`config.mk`:
```
export PLATFORM = sky130hd
export DESIGN_NAME = cspu_reduce
export DESIGN_NICKNAME = d
export VERILOG_FILES = /design/src/rtl/cspu_pkg.sv /design/src/rtl/cspu_reduce.sv
export VERILOG_INCLUDE_DIRS = /design/src /design/src/rtl
export SDC_FILE = /design/constraint.sdc
export NUM_CORES = 1
export LEC_CHECK = 0
export BUFFER_PORTS_ARGS = -buffer_cell sky130_fd_sc_hd__clkbuf_2
export CELL_PAD_IN_SITES_DETAIL_PLACEMENT = 1
export CELL_PAD_IN_SITES_GLOBAL_PLACEMENT = 1
export CORE_MARGIN = 10
export CORE_UTILIZATION = 51
export DETAILED_ROUTE_END_ITERATION = 16
export PLACE_DENSITY_LB_ADDON = 0.1
export SLEW_MARGIN = 30
export SYNTH_ARGS = -nofsm -noshare
export SYNTH_HDL_FRONTEND = slang
export SYNTH_SLANG_ARGS = --single-unit
```
`constraint.sdc`:
```
create_clock -name clk -period 4.56 [get_ports clk]
set_clock_uncertainty 0.15 [all_clocks]
set_input_delay 0.228 -clock clk [delete_from_list [all_inputs] [get_ports clk]]
set_output_delay 0.228 -clock clk [all_outputs]
set_load 0.05 [all_outputs]
```
`src/rtl/assert_macros.svh`:
```
// Assertion macros shared by the RTL. Each expects clk and arst_n in scope.
`ifndef ASSERT_MACROS_SVH
`define ASSERT_MACROS_SVH

// Property holds at every clock edge outside reset.
`define CSPU_ASSERT(label, prop, msg) \
	label: assert property (@(posedge clk) disable iff (!arst_n) (prop)) \
		else $error(msg);

// Consequent holds in the same cycle as the antecedent.
`define CSPU_ASSERT_IMPL(label, ante, cons, msg) \
	label: assert property (@(posedge clk) disable iff (!arst_n) (ante) |-> (cons)) \
		else $error(msg);

// Consequent holds in the cycle after the antecedent.
`define CSPU_ASSERT_NEXT(label, ante, cons, msg) \
	label: assert property (@(posedge clk) disable iff (!arst_n) (ante) |=> (cons)) \
		else $error(msg);

`endif

```
`src/rtl/cspu_pkg.sv`:
```
package cspu_pkg;

	localparam int ANGLE_W   = 32;
	localparam int VALUE_W   = 32;
	localparam int COEF_W    = 32;
	localparam int AQ_W      = 31;
	localparam int CFG_IDX_W = 1;

	localparam int MAG_W     = 40;
	localparam int RED_STEPS = 5;
	localparam int RED_W     = 35;
	localparam int A30_W     = 31;
	localparam int Z_W       = 32;

	// Q.32 angle constants
	localparam logic [RED_W-1:0] HALF_PI_Q32 = 35'd6746518852;
	localparam logic [RED_W-1:0] PI_Q32      = 35'd13493037705;
	localparam logic [RED_W-1:0] TWO_PI_Q32  = 35'd26986075409;

	localparam logic [63:0] A30_MAX_W = (64'(HALF_PI_Q32) + 64'd2) >> 2;
	localparam logic [A30_W-1:0] A30_MAX = A30_MAX_W[A30_W-1:0];
	localparam logic [63:0] Z_MAX_W = (A30_MAX_W * A30_MAX_W + (64'd1 << 29)) >> 30;
	localparam logic [Z_W-1:0] Z_MAX = Z_MAX_W[Z_W-1:0];

	// register indexes
	localparam logic [CFG_IDX_W-1:0] REG_COEF_QUARTIC = 1'd0;
	localparam logic [CFG_IDX_W-1:0] REG_COEF_SEXTIC  = 1'd1;

	// coef_quartic is kept as (A+2)>>2, the Q.30 form used by the datapath
	localparam logic [AQ_W-1:0]   AQ_RESET = 31'd44739243;
	localparam logic [COEF_W-1:0] B_RESET  = 32'd5965232;

	typedef struct packed {
		logic valid;
		logic neg;
	} cspu_tag_t;

endpackage

```
`src/rtl/cspu_reduce.sv`:
```
`include "assert_macros.svh"

module cspu_reduce (
	input  logic                          clk,
	input  logic                          arst_n,
	input  logic                          en,
	input  logic                          in_valid,
	input  logic                          func,
	input  logic [cspu_pkg::ANGLE_W-1:0]  angle,
	output cspu_pkg::cspu_tag_t           tag_o,
	output logic [cspu_pkg::A30_W-1:0]    a30_o
);

	localparam int XW = cspu_pkg::MAG_W + 1;

	cspu_pkg::cspu_tag_t tag_s1, tag_s2, tag_s8, tag_s9, tag_s10;
	logic [XW-1:0]                   x_s1;
	logic [cspu_pkg::MAG_W-1:0]      mag_s2;
	logic [cspu_pkg::RED_W-2:0]      a_s8;
	logic [cspu_pkg::RED_W-3:0]      a_s9;
	logic [cspu_pkg::A30_W-1:0]      a30_s10;

	cspu_pkg::cspu_tag_t             tag_sk [cspu_pkg::RED_STEPS];
	logic [cspu_pkg::MAG_W-1:0]      rem_sk [cspu_pkg::RED_STEPS];
	cspu_pkg::cspu_tag_t             tag_in [cspu_pkg::RED_STEPS];
	logic [cspu_pkg::MAG_W-1:0]      rem_in [cspu_pkg::RED_STEPS];

	logic [XW-1:0]                   x_d;
	logic [cspu_pkg::RED_W-1:0]      rem_fin;
	logic                            ge_pi, gt_half;
	logic [cspu_pkg::A30_W+2:0]      a_rnd;

	always_comb begin
		x_d = {angle[cspu_pkg::ANGLE_W-1], angle, 8'd0};
		if (func) begin
			x_d = x_d - XW'(cspu_pkg::HALF_PI_Q32);
		end
	end

	assign rem_in[0] = mag_s2;
	assign tag_in[0] = tag_s2;

	genvar k;
	generate
		for (k = 0; k < cspu_pkg::RED_STEPS; k++) begin : g_mod
			localparam logic [cspu_pkg::MAG_W-1:0] DIV =
				cspu_pkg::MAG_W'(cspu_pkg::TWO_PI_Q32) << (cspu_pkg::RED_STEPS - 1 - k);
			if (k > 0) begin : g_link
				assign rem_in[k] = rem_sk[k-1];
				assign tag_in[k] = tag_sk[k-1];
			end
			always_ff @(posedge clk or negedge arst_n) begin
				if (!arst_n) begin
					tag_sk[k] <= '0;
				end else if (en) begin
					tag_sk[k] <= tag_in[k];
				end
			end
			always_ff @(posedge clk) begin
				if (en) begin
					rem_sk[k] <= (rem_in[k] >= DIV) ? rem_in[k] - DIV : rem_in[k];
				end
			end
		end
	endgenerate

	assign rem_fin = rem_sk[cspu_pkg::RED_STEPS-1][cspu_pkg::RED_W-1:0];
	assign ge_pi   = rem_fin >= cspu_pkg::PI_Q32;
	assign gt_half = a_s8 > cspu_pkg::HALF_PI_Q32[cspu_pkg::RED_W-2:0];
	assign a_rnd   = (cspu_pkg::A30_W+3)'(a_s9) + (cspu_pkg::A30_W+3)'(2);

	always_ff @(posedge clk or negedge arst_n) begin
		if (!arst_n) begin
			tag_s1  <= '0;
			tag_s2  <= '0;
			tag_s8  <= '0;
			tag_s9  <= '0;
			tag_s10 <= '0;
		end else if (en) begin
			tag_s1  <= '{valid: in_valid, neg: 1'b0};
			tag_s2  <= tag_s1;
			tag_s8  <= '{valid: tag_sk[cspu_pkg::RED_STEPS-1].valid, neg: ge_pi};
			tag_s9  <= '{valid: tag_s8.valid, neg: tag_s8.neg ^ gt_half};
			tag_s10 <= tag_s9;
		end
	end

	always_ff @(posedge clk) begin
		if (en) begin
			x_s1    <= x_d;
			mag_s2  <= x_s1[XW-1] ? cspu_pkg::MAG_W'(-x_s1) : x_s1[cspu_pkg::MAG_W-1:0];
			a_s8    <= ge_pi ? (cspu_pkg::RED_W-1)'(rem_fin - cspu_pkg::PI_Q32)
			                 : rem_fin[cspu_pkg::RED_W-2:0];
			a_s9    <= gt_half
				? (cspu_pkg::RED_W-2)'(cspu_pkg::PI_Q32[cspu_pkg::RED_W-2:0] - a_s8)
				: a_s8[cspu_pkg::RED_W-3:0];
			a30_s10 <= a_rnd[cspu_pkg::A30_W+1:2];
		end
	end

	assign tag_o = tag_s10;
	assign a30_o = a30_s10;

	`CSPU_ASSERT_IMPL(a_mod_done, tag_sk[cspu_pkg::RED_STEPS-1].valid, rem_sk[cspu_pkg::RED_STEPS-1] < cspu_pkg::MAG_W'(cspu_pkg::TWO_PI_Q32), "angle not reduced below two pi")
	`CSPU_ASSERT_IMPL(a_fold_range, tag_s10.valid, a30_s10 <= cspu_pkg::A30_MAX, "folded angle above pi/2")

endmodule

```
==> results.md <==
* Outcome: complete, no violations
* Antenna-violating nets left at 0
* Tot Pwr at 12.80 mW
* Main synth FF type: edfxtp_1
* Cell Pwr Density at 570.8 mW/mm^2
* DRT Pass-1 Iters at 4
* Sequential area share after synthesis at 0.5585
* Syn_area_per_cell at around 11 um^2
* Area delta synth->final at 14.34%
* CTS sink cnt at between 300 and 400
* Routed WL at 43830 um
* Via density at about 5.7
* CTS root buffer: clkbuf_16
* Placed cell count at 2280
* Worst EP arrival at 3.80 ns
* Post-synthesis cell type count at 67
* R2R depth at 7
* Hold path depth at 1
* Final setup vio count at 0
* Startpoint types: flop
* Max cap viols at 0
* Clock Latency Late Sink at approximately 0.57 ns
* Critical Path Sink Type: flop
* Residual DRC count at 0
* Via count at 13730
* DR WL/cell at around 18 um
* Asr flop ratio synth at 0.03542
* Gate Count Post-Synth at between 1500 and 2000
* Initial core utilization at 0.5184
* Seq. cell area at 0.01096 mm^2
* GP Congestion at approximately 0.99
* Final net count at 1917
* Slew @ Worst Pin at around 0.95 ns
* Max VDD drop at 0.0002710 V
* Synthesized cell area at about 0.020 mm^2
* Post-synth EDFFs at 354
* Max-slew violations at 0
* Total GRT Usage at 0.1859
* Total Neg Setup Slack at 0 ns
* Worst Slack Setup Final at 0.9196 ns
* Highest Clock Rate at 274.7 MHz
* First-pass GRT wire length at around 72000 um
* Fillers at 3928
* Core area at roughly 0.038 mm^2
* Clk pin slew, worst setup/hold paths at 0.06 ns
* Critical-path maximum fanout at 21
* IO buf count at 69
* Final number of hold-violating endpoints at 0
* Row count at 71
* Initial DRC count at 630
* Hold crit path type: input port to flop
* Maximum number of pins on one net before global-route repair at roughly 110
* Multi-input logic area at 0.008310 mm^2
* Place WS at 0.9860 ns
* Finished Layout Cells at between 2000 and 2500
* Die X at ~220 um
* Worst hold slack at 0.08914 ns
* Crit path time final at 3.640 ns
* Leak at roughly 7.9 nW
* Rel. slew slack at 0.3639
* H-tree depth at 2
* Crit Path Class: flop to flop
* Worst EP required at 4.72 ns
* Max clock buf depth at 3
* Yosys reg bits at 367
* I/O pin count at 70
* Die area at 0.04671 mm^2
* RSZ-0062 raised after global routing: false
* TritonCTS clock tree: yes
* Ys Warns at 0
* Net Count, Synth at 1784
* CTS Buf Count at 42
* Initial antenna violation count at 1
* Vias in the first global route at between 15000 and 20000
* Share of the clock period used by the worst path at 0.7983
* Die height at 216.1 um
* HPWL after DPL at ~31000 um
* GRT overflow at 0
* Share of layout cells above drive strength 1 at 0.1020
* # resized after CTS at 0
[sequential cells by signal, indices dropped and copies added (netlist names)]
signal	count
a30_o	31
a_s9	32
tag_in	5
rem_sk	188
tag_o	2
x_s1	34
mag_s2	35
tag_s1	1
tag_sk	1
tag_s8	2
tag_s9	2
a_s8	34
[layer usage]
layer,up-vias,wire length (um),track usage
met2,238,26020,0.3953
met4,0,2113,0.09951
met5,-,0,0
li1,6637,-,-
met1,6711,14340,0.1511
met3,142,1359,0.03607
[critical path, stage by stage, from the launching register on]
cell       delay (ns)
edfxtp_1         0.47
nor4bb_1         0.72
nand3_1          0.22
nor4_1           0.39
a2bb2oi_1        0.27
nand2b_1         0.69
o21ai_0          0.29
xnor2_1          0.19
[cells in the mapped netlist, types with 7 or more instances]
master,n,area share
dfrtp_1,13,0.017
o21ai_0,80,0.020
nor4_1,25,0.0080
o211ai_1,16,0.0061
xnor2_1,215,0.096
nand2_1,168,0.032
xor2_1,106,0.047
nand3b_1,7,0.0027
clkbuf_1,46,0.0088
nand3_1,72,0.018
nor2_1,136,0.026
a31oi_1,13,0.0041
nand2b_1,20,0.0064
a311oi_1,7,0.0031
and2_1,8,0.0026
or4_1,9,0.0034
a211oi_1,18,0.0069
nor3b_1,7,0.0027
inv_1,44,0.0084
o41ai_1,9,0.0040
mux2_2,18,0.010
and3_1,17,0.0054
edfxtp_1,354,0.54
nand4_1,20,0.0064
o31ai_1,27,0.010
and4_1,8,0.0036
o21a_1,11,0.0042
ha_1,17,0.011
or2_2,12,0.0038
nor2b_1,13,0.0041
nor3_1,36,0.0092
a21oi_1,62,0.016
or3_1,23,0.0073
[power breakdown]
| part | switching (mW) | internal [mW] | total (mW) | leakage (nW) |
|---|---|---|---|---|
| Sequential | 0.932 | 5.06 | 5.99 | 3.61 |
| Clock | 1.33 | 1.92 | 3.25 | 0.636 |
| Combinational | 2.04 | 1.52 | 3.56 | 3.67 |
[path summary, 6_finish.rpt]
path,start,end,slack [ns]
setup / recovery,rem_sk[0][70]$_DFFE_PP_,rem_sk[0][97]$_DFFE_PP_,0.92
hold / removal,en,mag_s2[9]$_DFFE_PP_,0.09
max in group asynchronous,arst_n,tag_in[3]$_DFFE_PN0P_,3.28
min in group asynchronous,arst_n,tag_s9[0]$_DFFE_PN0P_,0.58
setup reg to reg,rem_sk[0][70]$_DFFE_PP_,rem_sk[0][97]$_DFFE_PP_,0.92
hold reg to reg,mag_s2[2]$_DFFE_PP_,rem_sk[0][2]$_DFFE_PP_,0.27
[cell type report]
class | instances | share of cell area
Inverter | 44 | 0.007363
Timing Repair Buffer | 139 | 0.04602
Antenna cell | 1 | 0.0001116
Clock inverter | 18 | 0.008479
Clock buffer | 56 | 0.05059
Tap cell | 511 | 0.02850
Sequential cell | 367 | 0.4884
Multi-Input combinational cell | 1269 | 0.3705
[per-stage QoR]
stage,instance area (um^2),util
floorplan,19620,-
global placement,20600,0.5444
detailed placement,20600,0.5444
CTS,22420,0.5923
global route,22430,0.5927
finish,22430,0.5927
[cells by family (layout without fill, tap and decap cells)]
logic type                 after synthesis  count (layout)  synth area share
AOI/OAI and AO/OA                      304             304            0.1031
xor gates and xnor gates               321             321            0.1433
adders and majority gates               17              17           0.01084
buffers and inverters                   94             257           0.01818
DFF                                    367             367            0.5585
muxes                                   18              18           0.01033
other                                    0               1                 0
and+or+nand+nor                        609             609            0.1558
[placed cells by master, fill, tap and decap left out, types with 44 or more instances in the layout]
cell type | Yosys | layout
xnor2_1 | 215 | 215
nor2_1 | 136 | 136
xor2_1 | 106 | 106
o21ai_0 | 80 | 80
nand2_1 | 168 | 168
dlygate4sd3_1 | 0 | 49
a21oi_1 | 62 | 62
edfxtp_1 | 354 | 354
clkbuf_2 | 0 | 68
inv_1 | 44 | 44
nand3_1 | 72 | 72
[repair_timing]
action                                 in CTS  in global routing
hold buffers                               49                  0
endpoints found under the hold margin      47                  0
buffers inserted                            0                  0
Note: power is estimated with default switching activity, not from simulation.
